`config.mk`:
```
export PLATFORM = sky130hd
export DESIGN_NAME = eight_bit_alu_with_flags_top
export DESIGN_NICKNAME = d
export VERILOG_FILES = /design/src/design/ebalu_pkg.sv /design/src/design/ebalu_core.sv /design/src/design/eight_bit_alu_with_flags_top.sv
export SDC_FILE = /design/constraint.sdc
export NUM_CORES = 1
export LEC_CHECK = 0
export BUFFER_PORTS_ARGS = -buffer_cell sky130_fd_sc_hd__buf_2
export CORE_UTILIZATION = 59
export CTS_CLUSTER_SIZE = 25
export DETAILED_ROUTE_END_ITERATION = 12
export HOLD_SLACK_MARGIN = 0.05
export PLACE_DENSITY = 0.78
export SETUP_SLACK_MARGIN = 0.4
export SYNTH_ARGS = -nofsm -noshare
export SYNTH_HDL_FRONTEND = slang
export SYNTH_SLANG_ARGS = --single-unit
```
`constraint.sdc`:
```
create_clock -name clk -period 5.2 [get_ports clk]
set_clock_uncertainty 0.2 [all_clocks]
set_input_delay 0.52 -clock clk [delete_from_list [all_inputs] [get_ports clk]]
set_output_delay 0.52 -clock clk [all_outputs]
set_load 0.1 [all_outputs]
```
`src/design/ebalu_pkg.sv`:
```
package ebalu_pkg;

  localparam logic [4:0] OP_ADD    = 5'd0;
  localparam logic [4:0] OP_ADC    = 5'd1;
  localparam logic [4:0] OP_SUB    = 5'd2;
  localparam logic [4:0] OP_SBC    = 5'd3;
  localparam logic [4:0] OP_AND    = 5'd4;
  localparam logic [4:0] OP_XOR    = 5'd5;
  localparam logic [4:0] OP_OR     = 5'd6;
  localparam logic [4:0] OP_CP     = 5'd7;
  localparam logic [4:0] OP_INC    = 5'd8;
  localparam logic [4:0] OP_DEC    = 5'd9;
  localparam logic [4:0] OP_RLCA   = 5'd10;
  localparam logic [4:0] OP_RRCA   = 5'd11;
  localparam logic [4:0] OP_RLA    = 5'd12;
  localparam logic [4:0] OP_RRA    = 5'd13;
  localparam logic [4:0] OP_DAA    = 5'd14;
  localparam logic [4:0] OP_CPL    = 5'd15;
  localparam logic [4:0] OP_CCF    = 5'd16;
  localparam logic [4:0] OP_RLC    = 5'd17;
  localparam logic [4:0] OP_RRC    = 5'd18;
  localparam logic [4:0] OP_RL     = 5'd19;
  localparam logic [4:0] OP_RR     = 5'd20;
  localparam logic [4:0] OP_SLA    = 5'd21;
  localparam logic [4:0] OP_ADD_HL = 5'd22;

  localparam int FLAG_Z = 3;
  localparam int FLAG_N = 2;
  localparam int FLAG_H = 1;
  localparam int FLAG_C = 0;

  localparam logic [7:0] DAA_LOW  = 8'h06;
  localparam logic [7:0] DAA_HIGH = 8'h60;
  localparam logic [7:0] DAA_MAX  = 8'h99;
  localparam logic [3:0] BCD_MAX  = 4'h9;

  typedef struct packed {
    logic [4:0]  op;
    logic [7:0]  value8;
    logic [15:0] hl_in;
    logic [15:0] value16;
  } req_t;

  typedef struct packed {
    logic [7:0]  acc_out;
    logic [7:0]  reg_out;
    logic [15:0] hl_out;
    logic [3:0]  flags_out;
  } rsp_t;

  typedef struct packed {
    logic [7:0] acc;
    logic [3:0] flags;
  } alu_state_t;

endpackage

```
`src/design/ebalu_core.sv`:
```
module ebalu_core (
  input  ebalu_pkg::req_t       item,
  input  ebalu_pkg::alu_state_t state,
  output ebalu_pkg::rsp_t       result,
  output ebalu_pkg::alu_state_t state_next
);
  import ebalu_pkg::*;

  logic [7:0]  a;
  logic [7:0]  v;
  logic [3:0]  f;
  logic        cin;
  logic [8:0]  sum9;
  logic [4:0]  sum5;
  logic [8:0]  diff9;
  logic [4:0]  diff5;
  logic [16:0] sum17;
  logic [12:0] sum13;
  logic        daa_c;
  logic [7:0]  daa_r;
  logic [7:0]  acc_new;
  logic [7:0]  reg_new;
  logic [15:0] hl_new;
  logic [3:0]  flags_new;

  assign a   = state.acc;
  assign f   = state.flags;
  assign v   = item.value8;
  assign cin = (item.op == OP_ADC || item.op == OP_SBC) ? f[FLAG_C] : 1'b0;

  assign sum9  = {1'b0, a} + {1'b0, v} + {8'd0, cin};
  assign sum5  = {1'b0, a[3:0]} + {1'b0, v[3:0]} + {4'd0, cin};
  assign diff9 = {1'b0, a} - {1'b0, v} - {8'd0, cin};
  assign diff5 = {1'b0, a[3:0]} - {1'b0, v[3:0]} - {4'd0, cin};
  assign sum17 = {1'b0, item.hl_in} + {1'b0, item.value16};
  assign sum13 = {1'b0, item.hl_in[11:0]} + {1'b0, item.value16[11:0]};

  always_comb begin
    if (!f[FLAG_N]) begin
      daa_c = f[FLAG_C] || (a > DAA_MAX);
      daa_r = a + (daa_c ? DAA_HIGH : 8'd0)
                + ((f[FLAG_H] || (a[3:0] > BCD_MAX)) ? DAA_LOW : 8'd0);
    end else begin
      daa_c = f[FLAG_C];
      daa_r = a - (f[FLAG_C] ? DAA_HIGH : 8'd0) - (f[FLAG_H] ? DAA_LOW : 8'd0);
    end
  end

  always_comb begin
    acc_new   = a;
    reg_new   = 8'd0;
    flags_new = f;
    hl_new    = item.hl_in;
    case (item.op)
      OP_ADD, OP_ADC: begin
        acc_new   = sum9[7:0];
        flags_new = {sum9[7:0] == 8'd0, 1'b0, sum5[4], sum9[8]};
      end
      OP_SUB, OP_SBC: begin
        acc_new   = diff9[7:0];
        flags_new = {diff9[7:0] == 8'd0, 1'b1, diff5[4], diff9[8]};
      end
      OP_CP: begin
        flags_new = {diff9[7:0] == 8'd0, 1'b1, diff5[4], diff9[8]};
      end
      OP_AND: begin
        acc_new   = a & v;
        flags_new = {(a & v) == 8'd0, 1'b0, 1'b1, 1'b0};
      end
      OP_XOR: begin
        acc_new   = a ^ v;
        flags_new = {(a ^ v) == 8'd0, 3'b000};
      end
      OP_OR: begin
        acc_new   = a | v;
        flags_new = {(a | v) == 8'd0, 3'b000};
      end
      OP_INC: begin
        reg_new   = v + 8'd1;
        flags_new = {reg_new == 8'd0, 1'b0, v[3:0] == 4'hF, f[FLAG_C]};
      end
      OP_DEC: begin
        reg_new   = v - 8'd1;
        flags_new = {reg_new == 8'd0, 1'b1, v[3:0] == 4'h0, f[FLAG_C]};
      end
      OP_RLCA: begin
        acc_new   = {a[6:0], a[7]};
        flags_new = {3'b000, a[7]};
      end
      OP_RRCA: begin
        acc_new   = {a[0], a[7:1]};
        flags_new = {3'b000, a[0]};
      end
      OP_RLA: begin
        acc_new   = {a[6:0], f[FLAG_C]};
        flags_new = {3'b000, a[7]};
      end
      OP_RRA: begin
        acc_new   = {f[FLAG_C], a[7:1]};
        flags_new = {3'b000, a[0]};
      end
      OP_DAA: begin
        acc_new   = daa_r;
        flags_new = {daa_r == 8'd0, f[FLAG_N], 1'b0, daa_c};
      end
      OP_CPL: begin
        acc_new   = ~a;
        flags_new = {f[FLAG_Z], 1'b1, 1'b1, f[FLAG_C]};
      end
      OP_CCF: begin
        flags_new = {f[FLAG_Z], 1'b0, 1'b0, ~f[FLAG_C]};
      end
      OP_RLC: begin
        reg_new   = {v[6:0], v[7]};
        flags_new = {reg_new == 8'd0, 2'b00, v[7]};
      end
      OP_RRC: begin
        reg_new   = {v[0], v[7:1]};
        flags_new = {reg_new == 8'd0, 2'b00, v[0]};
      end
      OP_RL: begin
        reg_new   = {v[6:0], f[FLAG_C]};
        flags_new = {reg_new == 8'd0, 2'b00, v[7]};
      end
      OP_RR: begin
        reg_new   = {f[FLAG_C], v[7:1]};
        flags_new = {reg_new == 8'd0, 2'b00, v[0]};
      end
      OP_SLA: begin
        reg_new   = {v[6:0], 1'b0};
        flags_new = {reg_new == 8'd0, 2'b00, v[7]};
      end
      OP_ADD_HL: begin
        hl_new    = sum17[15:0];
        flags_new = {f[FLAG_Z], 1'b0, sum13[12], sum17[16]};
      end
      default: begin
        acc_new = a;
      end
    endcase
  end

  assign result.acc_out   = acc_new;
  assign result.reg_out   = reg_new;
  assign result.hl_out    = hl_new;
  assign result.flags_out = flags_new;
  assign state_next.acc   = acc_new;
  assign state_next.flags = flags_new;

endmodule

```
`src/design/eight_bit_alu_with_flags_top.sv`:
```
// Eight-bit accumulator ALU with Z, N, H and C flags. Each accepted item runs one
// operation against the accumulator and flags held inside the block and returns one
// result item carrying the accumulator, the target register value, HL and the flags.
// The block takes one item per cycle while the result item is not stalled. An accepted
// item is held in the input register, and its result item is then presented from the
// result register. While a result item is stalled, the next item waits in the input
// register and the input is stalled. The accumulator and flags update in the single ALU
// stage between those registers, so back-to-back items see each other's results with no
// bubble. Reset clears the accumulator and flags to zero.
module eight_bit_alu_with_flags_top (
  input  logic            clk,
  input  logic            rst,
  input  logic            req_valid,
  output logic            req_stall,
  input  ebalu_pkg::req_t req,
  output logic            rsp_valid,
  input  logic            rsp_stall,
  output ebalu_pkg::rsp_t rsp
);
  import ebalu_pkg::*;

  req_t       item;
  logic       item_valid;
  alu_state_t state;
  alu_state_t state_next;
  rsp_t       result;
  logic       advance;
  logic       accept;

  assign advance   = item_valid && (!rsp_valid || !rsp_stall);
  assign req_stall = item_valid && !advance;
  assign accept    = req_valid && !req_stall;

  ebalu_core u_core (
    .item       (item),
    .state      (state),
    .result     (result),
    .state_next (state_next)
  );

  always_ff @(posedge clk) begin
    if (rst) begin
      item_valid <= 1'b0;
    end else if (accept) begin
      item_valid <= 1'b1;
    end else if (advance) begin
      item_valid <= 1'b0;
    end
  end

  always_ff @(posedge clk) begin
    if (accept) begin
      item <= req;
    end
  end

  always_ff @(posedge clk) begin
    if (rst) begin
      state <= '0;
    end else if (advance) begin
      state <= state_next;
    end
  end

  always_ff @(posedge clk) begin
    if (rst) begin
      rsp_valid <= 1'b0;
    end else if (advance) begin
      rsp_valid <= 1'b1;
    end else if (!rsp_stall) begin
      rsp_valid <= 1'b0;
    end
  end

  always_ff @(posedge clk) begin
    if (advance) begin
      rsp <= result;
    end
  end

  a_state_hold: assert property (@(posedge clk) disable iff (rst)
    !rst && !advance |=> $stable(state))
    else $error("ALU state changed without an item moving to the result register.");

  a_result_matches_state: assert property (@(posedge clk) disable iff (rst)
    !rst && advance |=> rsp.acc_out == state.acc && rsp.flags_out == state.flags)
    else $error("Result item disagrees with the updated accumulator or flags.");

  a_stall_needs_item: assert property (@(posedge clk) disable iff (rst)
    req_stall |-> item_valid && rsp_valid)
    else $error("Input stalled while the pipeline had room.");

endmodule
```
; ---- Yosys cells after proc, flatten, opt, wreduce, memory -nomap -nowiden
; Index checks and enable logic that the tools add are counted.
[word_totals]
regBits = 95
[op_classes]
bitwise_logic = 5
n_mux = 15
add_sub_neg = 16
n_lt_le_gt_ge = 2
n_reduce_logical = 32
eq_ne = 24
[op_table]
columns = op, n
row1 = $logic_not A8 Y1, 12
row2 = $pmux W8 S11, 1
row3 = $pmux W4 S18, 1
row4 = $pmux W8 S7, 1
row5 = $eq A5 B4 Y1 const B, 8
row6 = $eq A5 B5 Y1 const B, 7
row7 = $eq A5 B3 Y1 const B, 4
row8 = $add A16 B16 Y17, 1
row9 = $add A8 B8 Y8, 2
row10 = $mux W16, 1
row11 = $sub A8 B8 Y8, 2
row12 = $mux W7, 2
row13 = $add A12 B12 Y13, 1
row14 = $eq A5 B2 Y1 const B, 2
row15 = $add A8 B8 Y9, 1
row16 = $add A9 B1 Y9, 1
row17 = $sub A8 B8 Y9, 1
row18 = $sub A9 B1 Y9, 1
row19 = $add A8 B1 Y8 const B, 1
row20 = $and A8 B8 Y8, 1
row21 = $gt A8 B8 Y1 const B, 1
row22 = $mux W8, 1
row23 = $not A8 Y8, 1
row24 = $or A8 B8 Y8, 1
row25 = other kinds (22), 39

; ---- Logic depth before layout (Yosys ltp)
; Gate-level depths: netlist of the first run.
[logic_depth]
word_depth = 8
ltp_mapped = 16
mapped_depth_nobuf = 15

; ---- By module
; From an unflattened synthesis of the first run, not the netlist that was laid out.
[unflattened]
hier_cells = 778
area_unflattened_um2 = 7345.8
[by_module_without_submodules]
columns = module, n_inst, cells_each, seq_area_each_um2, area_per_inst_um2
row1 = ebalu_core, 1, 636, 0.0, 4286.6
row2 = eight_bit_alu_with_flags_top, 1, 142, 2712.6, 3059.2

; ---- Least setup slack after synthesis of the first run
; No wires, ideal clock.
[synth_path]
path_kind = register -> register
start = register rsp_valid
end = register item[0] (netlist name)
slack_ns = 1.063
arrival_time_ns = 3.485
period_less_slack_ns = 4.137
path_stages_with_launch = 3
required_ns = 4.548
path_cell_list = dfxtp_1 > and3_1 > nor2b_1
[synth_between]
elab_chain_cells = 7
[synth_rtl]
columns = element, line_no
row1 = start: declaration, eight_bit_alu_with_flags_top.sv:16  ; output logic rsp_valid,
row2 = start signal: assignment, eight_bit_alu_with_flags_top.sv:67  ; rsp_valid <= 1'b0;
row3 = start signal: assignment, eight_bit_alu_with_flags_top.sv:69  ; rsp_valid <= 1'b1;
row4 = start signal: assignment, eight_bit_alu_with_flags_top.sv:71  ; rsp_valid <= 1'b0;
row5 = $logic_not A1 Y1, eight_bit_alu_with_flags_top.sv:30  ; assign advance = item_valid && (!rsp_valid || !rsp_stall);
row6 = $logic_or A1 B1 Y1, eight_bit_alu_with_flags_top.sv:30
row7 = $logic_and A1 B1 Y1, eight_bit_alu_with_flags_top.sv:30
row8 = $logic_not A1 Y1, eight_bit_alu_with_flags_top.sv:31  ; assign req_stall = item_valid && !advance;
row9 = $logic_and A1 B1 Y1, eight_bit_alu_with_flags_top.sv:31
row10 = named net req_stall, eight_bit_alu_with_flags_top.sv:14  ; output logic req_stall,
row11 = $logic_not A1 Y1, eight_bit_alu_with_flags_top.sv:32  ; assign accept = req_valid && !req_stall;
row12 = $logic_and A1 B1 Y1, eight_bit_alu_with_flags_top.sv:32
row13 = named net accept, eight_bit_alu_with_flags_top.sv:28  ; logic accept;
; The timed path passes the listed nets, and every way through them passes these cells.
; A chain may end at the register's enable or synchronous reset.

==> run metrics, run 1 <==
min-delay src=req[36]; Final Hold Viols=0; Root Buffer=clkbuf_16; PnR Total Power=2170 uW; Fillers=889; worst r2r path cells=14; Crit Path Category=flop to flop; Hold Crit Class=input port to flop; Distinct cells, synth=74; first drt pass iteration count=5; # clock sinks=95; max-cap violations=0; clk_lat worst skew=0.36 ns; detailed-route via count=6187; RSZ-0062 raised after global routing=false; Synth Register Bits=95; Mapped Cells=724; Seq/Total Area, Yosys=0.392; TritonCTS buffer count=9; CP Max Fanout=18; fin crit share=0.827; Post-CTS Setup Bufs=0; Period minus WS final=4.30 ns; clk slew on worst S/H paths=0.07 ns; status=completed; Layout area overhead=12.0%; Max VDD drop=0.236 mV; antenna violations before repair=0; Fin Hold WS=around 0.13 ns; Antenna Cells=0; wire length per cell=21.2 um; FMAX=~0.23 GHz; syn nets=~840; arrival time at the worst endpoint=approximately 4.2 ns; vias per cell=6.55; Final setup viols=0; Worst Hold Endpoint=item[36]$_DFFE_PP_; final antenna-violating net count=0; Worst R2R Setup Slack=0.90 ns; CP required=approximately 5 ns; core area=between 0.01 and 0.015 mm^2; TritonCTS clock tree=yes; Port-buffer cells=between 80 and 90; Placed Area=0.00746 mm^2; hold-fix buffers at CTS=0; 1st-iter DRT viols=723; RR Endpoint=rsp[3]$_DFFE_PP_; GP Congestion=between 0.9 and 1; asr flop ratio synth=0; post-cts resize count=0; largest net degree at the start of global routing=51; post-DP HPWL=approximately 15000 um; area of all placed cells without fillers=0.00775 mm^2; Synth Flop Type=edfxtp_1; Final nets=916; total track usage=0.342; vias in the first global route=~5.8k; drt total wl=20000 um; grt ovf=0; TNS Setup=0 ns; CP Capture Type=flop; share of cells above drive strength 1=0.150; hold depth=1; actual slew at the worst max-slew pin=roughly 1.1 ns; DRC=0; Die X=110 um; Site Rows=39; height of the die=110 um; Clock Tree Buf Depth=2; synth warn=0; area of the mapped netlist=0.00692 mm^2; reg-to-reg critical path startpoint=item[43]$_DFFE_PP_; Slew Limit Fails=0; CTS HTree Levels=3; Initial Utilization=0.606; Mapped Avg Cell Area=9.56 um^2; EDFF count, synth=between 80 and 90; first-pass GRT wire length=30600 um; cell area power density=280 mW/mm^2; Slew headroom=0.262; total die area=roughly 0.012 mm^2; I/O Pins=87; Leak=0.00313 uW; CP Launch Type=flop
[power by group]
| part | switching, uW | internal (uW) |
|---|---|---|
| combinational | 378 | 185 |
| clock | 306 | 378 |
| sequential | 46.8 | 878 |
[logic make-up after synthesis]
group	Yosys count	share of synthesized area
AOI/OAI and AO/OA	202	0.196
buffers and inverters	75	0.0436
adders and majority gates	71	0.135
muxes	2	0.00325
and+or+nand+nor	233	0.172
xor gates and xnor gates	46	0.0582
DFF	95	0.392
[stage by stage]
stage	utilization	instances	worst slack, ns
6_report	0.679	944	0.901
5_1_grt	0.679	944	0.568
4_1_cts	0.679	944	0.977
3_5_place_dp	0.653	928	0.990
3_3_place_gp	0.653	928	1.08
2_1_floorplan	-	724	1.06
[layer usage]
layer / wire length (um) / GRT usage
met5: 0 / 0
met4: 833 / 0.188
met3: 1640 / 0.0741
met2: 9550 / 0.555
met1: 7960 / 0.422
[layout by cell type (no fill, tap or decap), types with 6 or more instances in the layout]
cell / n
a211oi_1: 11
a21o_1: 9
a21oi_1: 43
a221oi_1: 7
a22oi_1: 6
a31oi_1: 7
and3_1: 7
buf_2: 86
buf_4: 9
clkbuf_16: 9
dfxtp_1: 14
edfxtp_1: 81
fa_1: 6
ha_1: 65
inv_1: 39
nand2_1: 60
nand2b_1: 8
nand3_1: 15
nand4_1: 6
nor2_1: 60
nor2b_1: 9
nor3_1: 18
nor4_1: 11
o211ai_1: 7
o21ai_0: 46
o21bai_1: 8
xnor2_1: 29
xor2_1: 17
[layout make-up]
cell class,count,area (um^2),area share
clock buffers,11,233,0.0300
clock inverters,5,63.8,0.00823
inverters,41,154,0.0199
multi-input cells,554,3910,0.505
flip-flops and latches,95,2710,0.350
well taps,143,179,0.0231
repair buffers,95,498,0.0642
[Yosys cell counts, types with 11 or more instances]
master	count	area share
clkbuf_1	23	0.012
ha_1	65	0.12
a21oi_1	43	0.031
nor3_1	18	0.013
nor2_1	60	0.033
o21ai_0	46	0.033
a211oi_1	11	0.012
nor4_1	11	0.0099
nand3_1	15	0.011
dfxtp_1	14	0.041
xnor2_1	29	0.037
xor2_1	17	0.022
inv_1	39	0.021
edfxtp_1	81	0.35
nand2_1	60	0.033
[flip-flops by register name, indices dropped and copies added, names as in the netlist]
| register | cells |
|---|---|
| item | 45 |
| rsp | 36 |
| state | 12 |
| item_valid | 1 |
| rsp_valid | 1 |
[worst max path at each step]
stage	start	endpoint	slack [ns]	depth (start not counted)
after global routing	item[43]$_DFFE_PP_	rsp[0]$_DFFE_PP_	0.57	12
final	item[43]$_DFFE_PP_	rsp[3]$_DFFE_PP_	0.90	14
after floorplan	rsp_valid$_SDFFE_PP0P_	item[0]$_DFFE_PP_	1.06	2
after CTS	item[43]$_DFFE_PP_	rsp[3]$_DFFE_PP_	0.98	12
after global placement	item[43]$_DFFE_PP_	rsp[3]$_DFFE_PP_	1.08	12
after detailed placement	item[43]$_DFFE_PP_	rsp[3]$_DFFE_PP_	0.99	12
[critical path, cell delays in order, from the launching register on]
cell and delay, ns:
edfxtp_1 0.61, nor3_1 0.58, nand3_1 0.24, inv_1 0.12, fa_1 0.46, inv_1 0.10, ha_1 0.13, o21ai_0 0.16
a211oi_1 0.45, a31oi_1 0.17, xnor2_1 0.20, nor4_1 0.08, a311o_1 0.34, a21oi_2 0.14, nor2_1 0.07
Power figures use the tool's default switching activity.
==> run 2, diff against run 1 <==
Clock period 5.2 ns to 4 ns, I/O delays scaled along.
==> run 2 against run 1 <==
  * Routed wire length increased by 11%
  * Cell count is 7.0% higher
  * Cell area grew 8.6%
  * Non-clock buffer count rose by 66
  * First-iteration DRC count up 18%
  * Core utilization grew 5.8 points
  * Die area is the same
  * Maximum frequency rose by 21%
  * Global-route usage increased by 3.5 points
  * Via count increased by 7.5%
  * Critical path type unchanged
  * Highest routed layer unchanged
==> run metrics, run 2 (synthesis gave the netlist of run 1 again) <==
CP Launch Type=flop; TritonCTS buffer count=9 (unchanged); Period minus WS final=3.57 ns (-0.733 ns); DRC=0 (unchanged); I/O Pins=87 (unchanged); clk_lat worst skew=0.36 ns (about the same); Final nets=982 (+7.2%); reg-to-reg critical path startpoint=item[22]$_DFFE_PP_; Port-buffer cells=86 (unchanged); vias per cell=6.58 (+0.43%); CP max-delay cell=a2111oi_1; largest net degree at the start of global routing=53 (+3.9%); post-DP HPWL=14800 um (+1.5%); vias in the first global route=6294 (+8.6%); Antenna Cells=0 (unchanged); cell area power density=349 mW/mm^2 (+25%); Hold Crit Class=input port to flop; commonest non-fill, non-tap cell in the layout=buf_2; final worst slack=0.434 ns (-0.467 ns); grt ovf=0 (unchanged); Final setup viols=0 (unchanged); CP Max Fanout=4 (-14); share of cells above drive strength 1=0.182 (+0.0324); crit-path max cell delay=0.79 ns (+0.18 ns); Final Core Density=0.737 (+0.0582); # clock sinks=95 (unchanged); Worst Hold Endpoint=item[32]$_DFFE_PP_; GP Congestion=1.12 (+15%); drt total wl=22100 um (+11%); 1st-iter DRT viols=856 (+18%); total track usage=0.377 (+0.0352); Worst R2R Setup Slack=0.43 ns (-0.47 ns); CTS HTree Levels=3 (unchanged); final antenna-violating net count=0 (unchanged); Leak=0.00344 uW (+10%); Crit Path Category=flop to flop; RR Endpoint=rsp[19]$_DFFE_PP_; arrival time at the worst endpoint=3.53 ns (-0.69 ns); cell family with most CP delay=compound AO/OA/AOI/OAI gates; CP required=3.96 ns (-1.16 ns); min-delay src=req[32]; largest registers=item: 45 flops, rsp: 36 flops, state: 12 flops; core area=0.0114 mm^2 (unchanged); hold depth=1 (unchanged); PnR Total Power=2940 uW (+35%); WP depth=9 (-5); # placed instances=946 (+1.9%); TritonCTS clock tree=yes; pre-CTS setup slack=0.282 ns (-0.707 ns); first drt pass iteration count=8 (+3); CP dominant cell by count=a21oi_1; status=completed; Cell Chain, Critical Path=ha_1 > a21oi_1 > o211ai_1 > a31oi_1 > nor3_1 > a2111oi_1 > a21oi_1 > xnor2_1 > o21ai_0; Post-Layout Cell Count=1010 (+7.0%); Clock Tree Buf Depth=2 (unchanged); clk slew on worst S/H paths=0.07 ns (about the same); detailed-route via count=6648 (+7.5%); Root Buffer=clkbuf_16; Layout area overhead=21.6%; TNS Setup=0 ns (unchanged); CP Capture Type=flop; max reg flops=45 (unchanged); max-cap violations=0 (unchanged); Die X=110 um (unchanged); most frequent cells in the layout=buf_2 (86), edfxtp_1 (81), ha_1 (65), nand2_1 (60), nor2_1 (59); Biggest register=item; first-pass GRT wire length=34000 um (+11%); Max VDD drop=0.323 mV (+37%); fin crit share=0.891 (+0.0647); height of the die=110 um (unchanged); crit path buf inv count=0 (-2); RSZ-0062 raised after global routing=true; Slew headroom=0.203 (-0.0599); wire length per cell=21.9 um (+3.4%); Initial Utilization=0.606 (unchanged); total die area=0.0122 mm^2 (unchanged); FMAX=0.280 GHz (+21%); worst r2r path cells=9 (-5); Slew Limit Fails=0 (unchanged); Site Rows=39 (unchanged); antenna violations before repair=0 (unchanged); actual slew at the worst max-slew pin=1.20 ns (+0.0982 ns); Final Hold Viols=0 (unchanged)
run 2: worst reg2reg max path, cell delays in order (launching register included):
cell and delay [ns]:
edfxtp_1 0.42, ha_1 0.37, a21oi_1 0.33, o211ai_1 0.21, a31oi_1 0.33, nor3_1 0.11
a2111oi_1 0.79, a21oi_1 0.18, xnor2_1 0.17, o21ai_0 0.25
run 2: area by class of cell:
class	count	area (um^2)
fill	785	3000
clock buffer	9	225
inverter	41	154
sequential	95	2720
timing repair buffer	161	1100
multi-input combinational	554	3960
tap	143	179
clock inverter	7	82.6
run 2: power breakdown:
part	total, uW	internal [uW]	switching [uW]
combinational	848	294	554
clock	907	493	414
sequential	1180	1140	39.3
total	2940	1930	1010
run 2: metal layers:
layer  up-vias  track usage  routed length, um  share of wire
li1       2975            -                  -              -
met4         0        0.163                874          0.040
met5         -            0                  0              0
met1      3141        0.491               8610           0.39
met2       460        0.615              10500           0.47
met3        72       0.0670               2170          0.098
run 2: how the worst max path moves through the flow:
stage                  startpoint                     to  slack (ns)
6_report       item[22]$_DFFE_PP_      rsp[19]$_DFFE_PP_        0.43
4_1_cts        item[44]$_DFFE_PP_       rsp[3]$_DFFE_PP_        0.44
2_1_floorplan  item[43]$_DFFE_PP_       rsp[3]$_DFFE_PP_        0.44
3_3_place_gp   item[44]$_DFFE_PP_       rsp[3]$_DFFE_PP_        0.45
5_1_grt        item[43]$_DFFE_PP_       rsp[3]$_DFFE_PP_        0.31
3_5_place_dp   item[44]$_DFFE_PP_  state[3]$_SDFFE_PP0P_        0.28
run 2: through the flow:
step | cell area (um^2) | hold slack (ns)
floorplan | 6930 | 0.251
global placement | 7600 | 0.266
detailed placement | 7600 | 0.298
CTS | 8370 | 0.0814
global route | 8420 | 0.0782
finish | 8420 | 0.0806
run 2: timing repair:
item	CTS	global route
endpoints found under the hold margin	44	0
setup buffers	1	3
pin swaps	1	6
hold buffers	44	0
gates resized for setup	4	11
setup endpoints to repair	4	9
